### src/rtl/core/sha1_pkg.sv
`timescale 1ns / 1ps

package sha1_pkg;

	localparam int unsigned WORD_W   = 32;
	localparam int unsigned DIG_WORDS = 5;
	localparam int unsigned WIN_DEPTH = 16;
	localparam int unsigned ROUNDS   = 80;

	localparam logic [WORD_W-1:0] SHA1_IV [DIG_WORDS] = '{
		32'h67452301, 32'hEFCDAB89, 32'h98BADCFE, 32'h10325476, 32'hC3D2E1F0
	};

	localparam logic [WORD_W-1:0] SHA1_K [4] = '{
		32'h5A827999, 32'h6ED9EBA1, 32'h8F1BBCDC, 32'hCA62C1D6
	};

	typedef enum logic [2:0] {
		ST_IDLE,
		ST_PAD80,
		ST_PADZ,
		ST_PADLEN,
		ST_COMP,
		ST_FOLD,
		ST_EMIT
	} state_t;

	typedef enum logic [1:0] {
		SEL_DATA,
		SEL_PAD,
		SEL_ZERO,
		SEL_LEN
	} byte_sel_t;

	typedef enum logic [1:0] {
		PH_CH,
		PH_PAR1,
		PH_MAJ,
		PH_PAR2
	} phase_t;

	typedef struct packed {
		logic      put;
		byte_sel_t sel;
		logic [2:0] len_sel;
		logic      add_len;
		logic      load_work;
		logic      round;
		phase_t    phase;
		logic      fold;
		logic      clear;
		logic [2:0] emit_idx;
	} sha1_cmd_t;

	typedef struct packed {
		logic [5:0] fill;
	} sha1_status_t;

endpackage

### src/rtl/core/sha1_if.sv
`timescale 1ns / 1ps

// Message byte channel.
interface sha1_msg_if;
	logic       valid;
	logic       ready;
	logic [7:0] data_byte;
	logic       has_byte;
	logic       last;

	modport source (output valid, output data_byte, output has_byte, output last, input ready);
	modport sink (input valid, input data_byte, input has_byte, input last, output ready);
endinterface

// Digest word channel.
interface sha1_dig_if;
	logic        valid;
	logic        ready;
	logic [31:0] digest_word;
	logic [2:0]  word_index;
	logic        digest_last;

	modport source (output valid, output digest_word, output word_index, output digest_last,
		input ready);
	modport sink (input valid, input digest_word, input word_index, input digest_last,
		output ready);
endinterface

### src/rtl/core/sha1_ctrl.sv
`timescale 1ns / 1ps

module sha1_ctrl
	import sha1_pkg::*;
(
	input  logic         clk,
	input  logic         arst_n,
	input  logic         msg_valid,
	input  logic         has_byte,
	input  logic         last,
	output logic         msg_ready,
	output logic         dig_valid,
	input  logic         dig_ready,
	output logic [2:0]   word_index,
	output logic         digest_last,
	input  sha1_status_t status,
	output sha1_cmd_t    cmd
);

	state_t     st_q, st_d;
	state_t     ret_q, ret_d;
	logic [6:0] round_q, round_d;
	logic [2:0] cnt_q, cnt_d;
	logic       msg_fire;
	logic       dig_fire;

	assign msg_fire = msg_valid && msg_ready;
	assign dig_fire = dig_valid && dig_ready;

	always_ff @(posedge clk or negedge arst_n) begin
		if (!arst_n) begin
			st_q    <= ST_IDLE;
			ret_q   <= ST_IDLE;
			round_q <= '0;
			cnt_q   <= '0;
		end else begin
			st_q    <= st_d;
			ret_q   <= ret_d;
			round_q <= round_d;
			cnt_q   <= cnt_d;
		end
	end

	always_comb begin
		st_d      = st_q;
		ret_d     = ret_q;
		round_d   = round_q;
		cnt_d     = cnt_q;
		msg_ready = 1'b0;
		dig_valid = 1'b0;
		cmd       = '0;
		cmd.emit_idx = cnt_q;
		if (round_q < 7'd20) begin
			cmd.phase = PH_CH;
		end else if (round_q < 7'd40) begin
			cmd.phase = PH_PAR1;
		end else if (round_q < 7'd60) begin
			cmd.phase = PH_MAJ;
		end else begin
			cmd.phase = PH_PAR2;
		end
		case (st_q)
			ST_IDLE: begin
				msg_ready = 1'b1;
				if (msg_fire) begin
					if (has_byte) begin
						cmd.put     = 1'b1;
						cmd.sel     = SEL_DATA;
						cmd.add_len = 1'b1;
					end
					if (has_byte && status.fill == 6'd63) begin
						cmd.load_work = 1'b1;
						st_d  = ST_COMP;
						ret_d = last ? ST_PAD80 : ST_IDLE;
					end else if (last) begin
						st_d = ST_PAD80;
					end
				end
			end
			ST_PAD80: begin
				cmd.put = 1'b1;
				cmd.sel = SEL_PAD;
				if (status.fill == 6'd63) begin
					cmd.load_work = 1'b1;
					st_d  = ST_COMP;
					ret_d = ST_PADZ;
				end else begin
					st_d = ST_PADZ;
				end
			end
			ST_PADZ: begin
				if (status.fill == 6'd56) begin
					st_d = ST_PADLEN;
				end else begin
					cmd.put = 1'b1;
					cmd.sel = SEL_ZERO;
					if (status.fill == 6'd63) begin
						cmd.load_work = 1'b1;
						st_d  = ST_COMP;
						ret_d = ST_PADZ;
					end
				end
			end
			ST_PADLEN: begin
				cmd.put     = 1'b1;
				cmd.sel     = SEL_LEN;
				cmd.len_sel = cnt_q;
				cnt_d       = cnt_q + 3'd1;
				if (cnt_q == 3'd7) begin
					cmd.load_work = 1'b1;
					st_d  = ST_COMP;
					ret_d = ST_EMIT;
				end
			end
			ST_COMP: begin
				cmd.round = 1'b1;
				round_d   = round_q + 7'd1;
				if (round_q == 7'(ROUNDS - 1)) begin
					round_d = '0;
					st_d    = ST_FOLD;
				end
			end
			ST_FOLD: begin
				cmd.fold = 1'b1;
				st_d     = ret_q;
			end
			ST_EMIT: begin
				dig_valid = 1'b1;
				if (dig_fire) begin
					if (cnt_q == 3'(DIG_WORDS - 1)) begin
						cmd.clear = 1'b1;
						cnt_d     = '0;
						st_d      = ST_IDLE;
					end else begin
						cnt_d = cnt_q + 3'd1;
					end
				end
			end
			default: begin
				st_d = ST_IDLE;
			end
		endcase
	end

	assign word_index  = cnt_q;
	assign digest_last = (cnt_q == 3'(DIG_WORDS - 1));

	a_no_overlap: assert property (@(posedge clk) disable iff (!arst_n)
		dig_valid |-> !msg_ready)
		else $error("digest word offered while message words are taken");

	a_round_range: assert property (@(posedge clk) disable iff (!arst_n)
		(st_q == ST_COMP) |-> (round_q < 7'(ROUNDS)))
		else $error("round counter out of range");

	a_block_aligned: assert property (@(posedge clk) disable iff (!arst_n)
		(st_q == ST_EMIT) |-> (status.fill == 6'd0))
		else $error("digest emitted with a partial block pending");

	a_round_rewind: assert property (@(posedge clk) disable iff (!arst_n)
		(st_q == ST_FOLD) |=> (round_q == 7'd0))
		else $error("round counter not rewound after compression");

endmodule

### src/rtl/core/sha1_dp.sv
`timescale 1ns / 1ps

module sha1_dp
	import sha1_pkg::*;
(
	input  logic         clk,
	input  logic         arst_n,
	input  sha1_cmd_t    cmd,
	input  logic [7:0]   data_byte,
	output sha1_status_t status,
	output logic [31:0]  digest_word
);

	logic [5:0]        fill_q;
	logic [63:0]       len_q;
	logic [23:0]       acc_q;
	logic [WORD_W-1:0] win_q   [WIN_DEPTH];
	logic [WORD_W-1:0] chain_q [DIG_WORDS];
	logic [WORD_W-1:0] work_q  [DIG_WORDS];

	logic [7:0]        put_byte;
	logic [7:0]        len_byte;
	logic [WORD_W-1:0] sched_x;
	logic [WORD_W-1:0] sched_new;
	logic [WORD_W-1:0] new_word;
	logic              shift_en;
	logic [WORD_W-1:0] fn;
	logic [WORD_W-1:0] t_sum;
	logic [WORD_W-1:0] a, b, c, d, e;

	assign a = work_q[0];
	assign b = work_q[1];
	assign c = work_q[2];
	assign d = work_q[3];
	assign e = work_q[4];

	// Bytes of the bit length go out most significant first.
	assign len_byte = 8'(len_q >> {~cmd.len_sel, 3'b000});

	always_comb begin
		case (cmd.sel)
			SEL_DATA: put_byte = data_byte;
			SEL_PAD:  put_byte = 8'h80;
			SEL_ZERO: put_byte = 8'h00;
			SEL_LEN:  put_byte = len_byte;
			default:  put_byte = 8'h00;
		endcase
	end

	always_comb begin
		case (cmd.phase)
			PH_CH:   fn = (b & c) | (~b & d);
			PH_MAJ:  fn = (b & c) | (b & d) | (c & d);
			PH_PAR1: fn = b ^ c ^ d;
			PH_PAR2: fn = b ^ c ^ d;
			default: fn = b ^ c ^ d;
		endcase
	end

	// The window is a shift line: entry k holds W[t+k] during round t.
	assign sched_x   = win_q[13] ^ win_q[8] ^ win_q[2] ^ win_q[0];
	assign sched_new = {sched_x[30:0], sched_x[31]};
	assign t_sum     = {a[26:0], a[31:27]} + fn + e + SHA1_K[cmd.phase] + win_q[0];

	assign shift_en = cmd.round || (cmd.put && fill_q[1:0] == 2'd3);
	assign new_word = cmd.round ? sched_new : {acc_q, put_byte};

	always_ff @(posedge clk or negedge arst_n) begin
		if (!arst_n) begin
			fill_q <= '0;
			len_q  <= '0;
			for (int i = 0; i < DIG_WORDS; i++) begin
				chain_q[i] <= SHA1_IV[i];
			end
		end else begin
			if (cmd.clear) begin
				fill_q <= '0;
				len_q  <= '0;
				for (int i = 0; i < DIG_WORDS; i++) begin
					chain_q[i] <= SHA1_IV[i];
				end
			end else begin
				if (cmd.put) begin
					fill_q <= fill_q + 6'd1;
				end
				if (cmd.add_len) begin
					len_q <= len_q + 64'd8;
				end
				if (cmd.fold) begin
					for (int i = 0; i < DIG_WORDS; i++) begin
						chain_q[i] <= chain_q[i] + work_q[i];
					end
				end
			end
		end
	end

	always_ff @(posedge clk) begin
		if (cmd.put) begin
			case (fill_q[1:0])
				2'd0:    acc_q[23:16] <= put_byte;
				2'd1:    acc_q[15:8]  <= put_byte;
				2'd2:    acc_q[7:0]   <= put_byte;
				default: acc_q        <= acc_q;
			endcase
		end
		if (shift_en) begin
			for (int i = 0; i < WIN_DEPTH - 1; i++) begin
				win_q[i] <= win_q[i+1];
			end
			win_q[WIN_DEPTH-1] <= new_word;
		end
		if (cmd.load_work) begin
			for (int i = 0; i < DIG_WORDS; i++) begin
				work_q[i] <= chain_q[i];
			end
		end else if (cmd.round) begin
			work_q[0] <= t_sum;
			work_q[1] <= a;
			work_q[2] <= {b[1:0], b[31:2]};
			work_q[3] <= c;
			work_q[4] <= d;
		end
	end

	always_comb begin
		case (cmd.emit_idx)
			3'd0:    digest_word = chain_q[0];
			3'd1:    digest_word = chain_q[1];
			3'd2:    digest_word = chain_q[2];
			3'd3:    digest_word = chain_q[3];
			3'd4:    digest_word = chain_q[4];
			default: digest_word = chain_q[0];
		endcase
	end

	assign status.fill = fill_q;

endmodule

### src/rtl/core/sha1_message_digest_top.sv
`timescale 1ns / 1ps

// Channel  Role    Word                                   Handshake
// msg      sink    data_byte[7:0], has_byte, last         valid/ready
// digest   source  digest_word[31:0], word_index[2:0],    valid/ready
//                  digest_last
//
// A message word is taken while the block is idle; the 64th byte of a
// block starts a compression (80 rounds on one shared round unit, then the
// add into the chaining value). A last word pads one byte per cycle outside
// the compressions, compresses once or twice, and then offers the five
// digest words, one per cycle while digest.ready is high. The block takes
// no message word from the last word of a message until its fifth digest
// word has been taken; a stalled digest word holds.
// Reset (arst_n, asynchronous, active low) loads the initial chaining value
// and clears the byte count and the bit length.

module sha1_message_digest_top
	import sha1_pkg::*;
(
	input logic      clk,
	input logic      arst_n,
	sha1_msg_if.sink msg,
	sha1_dig_if.source digest
);

	// Command and status travel between the controller and the datapath only.
	sha1_cmd_t    cmd;
	sha1_status_t status;

	// The controller sequences byte loading, padding, rounds and digest output.
	sha1_ctrl u_ctrl (
		.clk         (clk),
		.arst_n      (arst_n),
		.msg_valid   (msg.valid),
		.has_byte    (msg.has_byte),
		.last        (msg.last),
		.msg_ready   (msg.ready),
		.dig_valid   (digest.valid),
		.dig_ready   (digest.ready),
		.word_index  (digest.word_index),
		.digest_last (digest.digest_last),
		.status      (status),
		.cmd         (cmd)
	);

	// The datapath holds the block window, the working and chaining words
	// and the bit length, and performs one round per cycle.
	sha1_dp u_dp (
		.clk         (clk),
		.arst_n      (arst_n),
		.cmd         (cmd),
		.data_byte   (msg.data_byte),
		.status      (status),
		.digest_word (digest.digest_word)
	);

endmodule
### src/flat_wrapper.sv
// flat-port wrapper written by rule: the top's interface ports become plain ports
module sha1_message_digest_top_flat import sha1_pkg::*;
  (clk, arst_n, msg_valid, msg_data_byte, msg_has_byte, msg_last, msg_ready, digest_valid, digest_digest_word, digest_word_index, digest_digest_last, digest_ready);
  sha1_msg_if msg_i ();
  sha1_dig_if digest_i ();
  input logic clk;
  input logic arst_n;
  input wire logic [$bits(msg_i.valid)-1:0] msg_valid;
  input wire logic [$bits(msg_i.data_byte)-1:0] msg_data_byte;
  input wire logic [$bits(msg_i.has_byte)-1:0] msg_has_byte;
  input wire logic [$bits(msg_i.last)-1:0] msg_last;
  output wire logic [$bits(msg_i.ready)-1:0] msg_ready;
  output wire logic [$bits(digest_i.valid)-1:0] digest_valid;
  output wire logic [$bits(digest_i.digest_word)-1:0] digest_digest_word;
  output wire logic [$bits(digest_i.word_index)-1:0] digest_word_index;
  output wire logic [$bits(digest_i.digest_last)-1:0] digest_digest_last;
  input wire logic [$bits(digest_i.ready)-1:0] digest_ready;
  assign msg_i.valid = msg_valid;
  assign msg_i.data_byte = msg_data_byte;
  assign msg_i.has_byte = msg_has_byte;
  assign msg_i.last = msg_last;
  assign msg_ready = msg_i.ready;
  assign digest_valid = digest_i.valid;
  assign digest_digest_word = digest_i.digest_word;
  assign digest_word_index = digest_i.word_index;
  assign digest_digest_last = digest_i.digest_last;
  assign digest_i.ready = digest_ready;
  sha1_message_digest_top u_core (.clk(clk), .arst_n(arst_n), .msg(msg_i), .digest(digest_i));
endmodule
### config.mk
export PLATFORM = sky130hd
export DESIGN_NAME = sha1_message_digest_top_flat
export DESIGN_NICKNAME = d
export VERILOG_FILES = /design/src/rtl/core/sha1_pkg.sv /design/src/rtl/core/sha1_if.sv /design/src/rtl/core/sha1_ctrl.sv /design/src/rtl/core/sha1_dp.sv /design/src/rtl/core/sha1_message_digest_top.sv /design/src/flat_wrapper.sv
export SDC_FILE = /design/constraint.sdc
export NUM_CORES = 2
export LEC_CHECK = 0
export BUFFER_PORTS_ARGS = -buffer_cell sky130_fd_sc_hd__buf_2
export CAP_MARGIN = 20
export CELL_PAD_IN_SITES_DETAIL_PLACEMENT = 1
export CELL_PAD_IN_SITES_GLOBAL_PLACEMENT = 2
export CORE_ASPECT_RATIO = 0.5
export CORE_MARGIN = 8
export CORE_UTILIZATION = 25
export CTS_CLUSTER_DIAMETER = 30
export DETAILED_ROUTE_END_ITERATION = 8
export PLACE_DENSITY = 0.55
export RECOVER_POWER = 25
export SLEW_MARGIN = 15
export SYNTH_ARGS = -nofsm -noshare
export SYNTH_HDL_FRONTEND = slang
export SYNTH_HIERARCHICAL = 1
export SYNTH_SLANG_ARGS = --single-unit
### constraint.sdc
create_clock -name clk -period 18 [get_ports clk]
set_input_delay 3.6 -clock clk [delete_from_list [all_inputs] [get_ports clk]]
set_output_delay 3.6 -clock clk [all_outputs]
set_load 0.02 [all_outputs]
# Word-level counts from Yosys, hierarchy flattened
# Memory sizes are Yosys's and may differ from the RTL's.
# Index checks and enable logic that the tools add are counted.
[word_totals]
ff_bits = 270
mem_bits_rw = 672
in_bits = 14
out_inout_bits = 38
word_cells = 177
mem_count = 2
[mem_list]
columns = ["memory", "words", "width", "rd", "rd_clocked_by_memory_dff", "wr", "line_no", "rtl"]
rows = [
  ["u_core.u_dp.win_q", 16, 32, 16, 0, 16, "sha1_dp.sv:17", "logic [WORD_W-1:0] win_q [WIN_DEPTH];"],
  ["u_core.u_dp.work_q", 5, 32, 5, 0, 5, "sha1_dp.sv:19", "logic [WORD_W-1:0] work_q [DIG_WORDS];"],
]
[classes]
n_addsub = 13
magnitude_cmp = 4
n_eq_ne = 32
n_shift = 1
mux = 70
bitwise_logic = 20
reduce_logical = 21
[ops]
columns = ["operator", "n"]
rows = [
  ["two-way mux 160 bit", 2],
  ["adder 32 bit", 9],
  ["two-way mux 32 bit", 8],
  ["XOR 32 bit", 5],
  ["AND 32 bit", 4],
  ["two-way mux 64 bit", 2],
  ["one-hot mux 32 bit (4 select lines)", 1],
  ["OR 32 bit", 3],
  ["one-hot mux 32 bit (3 select lines)", 1],
  ["adder 64 x 4 -> 64 bit (second input constant)", 1],
  ["binary-select mux 32 bit (select 2 bit)", 1],
  [">> shifter 64 x 6 -> 8 bit", 1],
  ["two-way mux 3 bit", 21],
  ["inverter 32 bit", 1],
  ["one-hot mux 8 bit (4 select lines)", 1],
  ["one-hot mux 3 bit (4 select lines)", 2],
  ["two-way mux 1 bit", 22],
  ["one-hot mux 3 bit (7 select lines)", 1],
  ["== test 3 bit (second input constant)", 5],
  ["less-than comparator 7 x 6 -> 1 bit (second input constant)", 2],
  ["!= test 2 bit (second input constant)", 7],
  ["== test 2 bit (second input constant)", 6],
  ["== test 3 x 2 -> 1 bit (second input constant)", 4],
  ["== test 6 bit (second input constant)", 2],
  ["27 further kinds", 49],
]

# Depth between registers and ports, before layout
[depth]
depth_word = 12
ltp_mapped = 27
mapped_depth_nobuf = 26

# Hierarchy
# Netlist, hierarchy kept.
[modules_own_cells]
columns = ["mod", "n_inst", "cells_each", "area_per_inst_um2", "seq_area_each_um2"]
rows = [
  ["sha1_dp", 1, 4102, 47874.7, 26680.6],
  ["sha1_ctrl", 1, 141, 1187.4, 400.4],
]

# Worst setup path before layout
# OpenSTA, ideal clock, no wires.
[synth_path]
path_kind = "input to register"
start = "in msg_valid"
end = "mem u_core.u_dp.win_q[0][0] (enable)"
setup_time_ns = 0.971
t_arrival_ns = 15.849
required_ns = 17.029
setup_slack_ns = 1.181
cell_stages = 7
path_buffers = 1
path_cell_list = "a21oi_1 a31oi_1 nor2_1 nor2_1 clkbuf_1 nand2_1 nand2b_1"
[synth_rtl]
columns = ["item", "line_no", "rtl"]
rows = [
  ["start, declared", "flat_wrapper.sv:8", "input wire logic [$bits(msg_i.valid)-1:0] msg_valid;"],
  ["end, declared", "sha1_dp.sv:17", ""],
]

==> qor.yml <==
route:
  ant_nets: 0
  num_vias: 34000
  drt-wirelength-per-cell_um: 22.6
  viasPerCell: 4.72
  drtPass1Iterations: 6
  drc: 0
  routed_wl_um: 163000
  drt_iter0_drc: 2629
grt:
  track_usage_pct: 15.1
  antenna_found_initial: 6
  grt_pass1_wl_um: 243000
  grt_max_degree: 217
  grt_pass1_vias: 36000
  grt-ovfl-total: 0
hold_path:
  hp-start: "u_core/u_dp/win_q[1][216]"
  min_path_type: "flop to flop"
worst_setup_path:
  critPathMaxFanout: 39
  cp-start-kind: "flop"
  crit_required_ns: 18.52
  worstSetupPathType: "flop to flop"
  cp.arrival_ns: 8.15
  endpoint_kind: "flop"
  critPathBufInv: 7
  cp_slowest_cell: "fa_1"
  crit_top_cell: "inv_1"
  worst_path_largest_cell_delay_ns: 0.57
  crit_family: "compound AO/OA/AOI/OAI gates"
  r2r-start: "u_core/u_ctrl/round_q[5]"
  crit_start: "u_core/u_ctrl/round_q[5]"
placed_design:
  dp_hpwl_um: 115000
  gp_congestion: 0.854
  numPortBuffers: 51
  dpl_cell_area_um2: 52500
yosys:
  yosys_register_bits: 939
  synth.area.top_cells: "edfxtp_1 (43%), dfrtp_1 (8.3%), ha_1 (5.2%)"
  synth_top_area_share_pct: 42.6
  synth.avg_cell_area_um2: 11.6
  mappedNetlistArea_um2: 49100
  ys_warn_count: 6
  ys.flop_type: "edfxtp_1"
  syn_inst: 4243
  synthAdderAreaFrac_pct: 10.3
  synthesis.nets: 4586
  async_flop_share_pct: 25.9
  muxShareOfSynthArea_pct: 2.76
  synthXorXnorAreaFrac_pct: 5.28
  yosysSeqAreaShare_pct: 55.2
  synth_top_family_by_area: "compound AO/OA/AOI/OAI gates"
  yosys.area_share.simple_pct: 11.3
  synth-compound-area-share_pct: 11.9
  synth_cell_types: 93
  synth_top_area_cell: "edfxtp_1"
  synth_enable_flop_cells: 696
cts:
  cts_tree: "built"
  clock_sinks: 939
  cts.path.max_buffers: 4
  cts_made_buffers: 203
  cts.clk_slew.worst_paths_ns: 0.06
  cts_resized: 0
  clock_latency_ns: 0.83
  cts_setup_buffers: 0
  cts_htree_levels: 4
  root_buffer: "clkbuf_16"
  holdBufCountCts: 0
die:
  die-width_um: 642
  initial_core_util_pct: 25.1
  chipHeight_um: 329
  die_area_um2: 212000
  core-area_um2: 196000
  row_count: 115
  num_io_pins: 52
timing:
  tightest_slew_ns: 1.17
  slew_viol_final: 0
  rsz0062_at_grt: "no"
  slew_headroom_pct: 22.0
  fin_crit_sh_pct: 42.4
  finalSetupViolCount: 0
  hold_viol: 0
  setup-tns-final_ns: 0
  min_period_ns: 7.63
  fmaxAchievable_mhz: 131
  clock-skew-final_ns: 0.0836
finish:
  area_growth_syn_to_layout_pct: 21.3
  fin_area_um2: 59500
  final_common_cell: "edfxtp_1"
  drive_above_1_share_pct: 13.1
  final_nets: 4739
  final_cell_mix: "edfxtp_1 (696), nand2_1 (563), nor2_1 (316)"
outcome:
  outcome: "finished, final reports clean"
job:
  max-cap-violations: 0
[cell type report]
cell class	count	area, um^2
diodes	1	2.50
fillers	21200	136000
well taps	2632	3290
multi-input cells	2883	20500
flip-flops and latches	939	27100
clock buffers	233	5350
inverters	271	1030
repair buffers	98	643
clock inverters	135	1660
[cells in the mapped netlist, drive strengths merged (13+ instances only)]
master and number:
a221o 29, o21a 29, and2 16, ha 204, dfrtp 163, a31oi 18, nand2b 35, a22oi 64
a21oi 241, mux2 31, nand3 89, edfxtp 696, mux2i 71, clkbuf 119, a211oi 28, or3 27
mux4 13, xor2 85, nand4 27, fa 125, o21bai 19, nor2 318, buf 31, nand2 563
and3 31, dfstp 80, nor2b 27, o21ai 230, a211o 38, nor3 45, inv 269, o211ai 27
a21o 77, o31ai 16, xnor2 211
[per-layer routing]
layer  global-route usage (%)  part of all wire (%)  vias to the layer above
met3                     2.36                   4.6                      217
met1                     22.9                    51                    17500
met2                     22.5                    42                      662
met5                        0                     0                        -
li1                         -                     -                    15600
met4                     3.54                   2.0                        0
[logic make-up after synthesis]
group	count (synthesis)
simple gates	1241
buf+inv	421
xor+xnor	296
mux	115
flops	939
fa+ha+maj	330
compound gates	901
[worst reg2reg max path, delay by kind of cell, from the launching register on]
family / cells / cell delay, ns
buffers and inverters: 7 / 1.29
flip-flops: 1 / 0.38
AO/OA/AOI/OAI: 10 / 2.86
adder cells (fa/ha/maj): 7 / 2.58
AND/OR/NAND/NOR: 2 / 0.22
[through the flow]
step / instances / setup WS (ns) / hold WS [ns] / utilization [%]
2_1_floorplan: 4243 / 1.18 / 0.400 / -
3_3_place_gp: 6823 / 10.46 / 0.400 / 26.8
3_5_place_dp: 6823 / 10.27 / 0.405 / 26.8
4_1_cts: 7191 / 10.35 / 0.351 / 30.4
5_1_grt: 7191 / 10.02 / 0.358 / 30.4
6_report: 7192 / 10.37 / 0.353 / 30.4
[state kept, by name, indices dropped and copies added, names as in the netlist]
signal and cells:
u_core/u_dp/win_q 512, u_core/u_dp/chain_q 160, u_core/u_dp/work_q 160, u_core/u_dp/len_q 61
u_core/u_dp/acc_q 24, u_core/u_ctrl/round_q 7, u_core/u_dp/status 6, u_core/u_ctrl/ret_q 3
u_core/u_ctrl/st_q 3, u_core/u_ctrl/word_index 3
[worst paths after layout]
path                                              to  slack [ns]  depth (start not counted)
max                        u_core/u_dp/work_q[0][31]       10.37                         26
min                        u_core/u_dp/win_q[1][184]        0.35                          0
max reg2reg                u_core/u_dp/work_q[0][31]       10.37                         26
min reg2reg                u_core/u_dp/win_q[1][184]        0.35                          0
max in group asynchronous      u_core/u_dp/len_q[14]       13.56                          2
min in group asynchronous    u_core/u_dp/chain_q[64]        2.80                          1
Power is not shown: default switching activity piles up to over one toggle a cycle in this logic, so the estimate is an artifact.
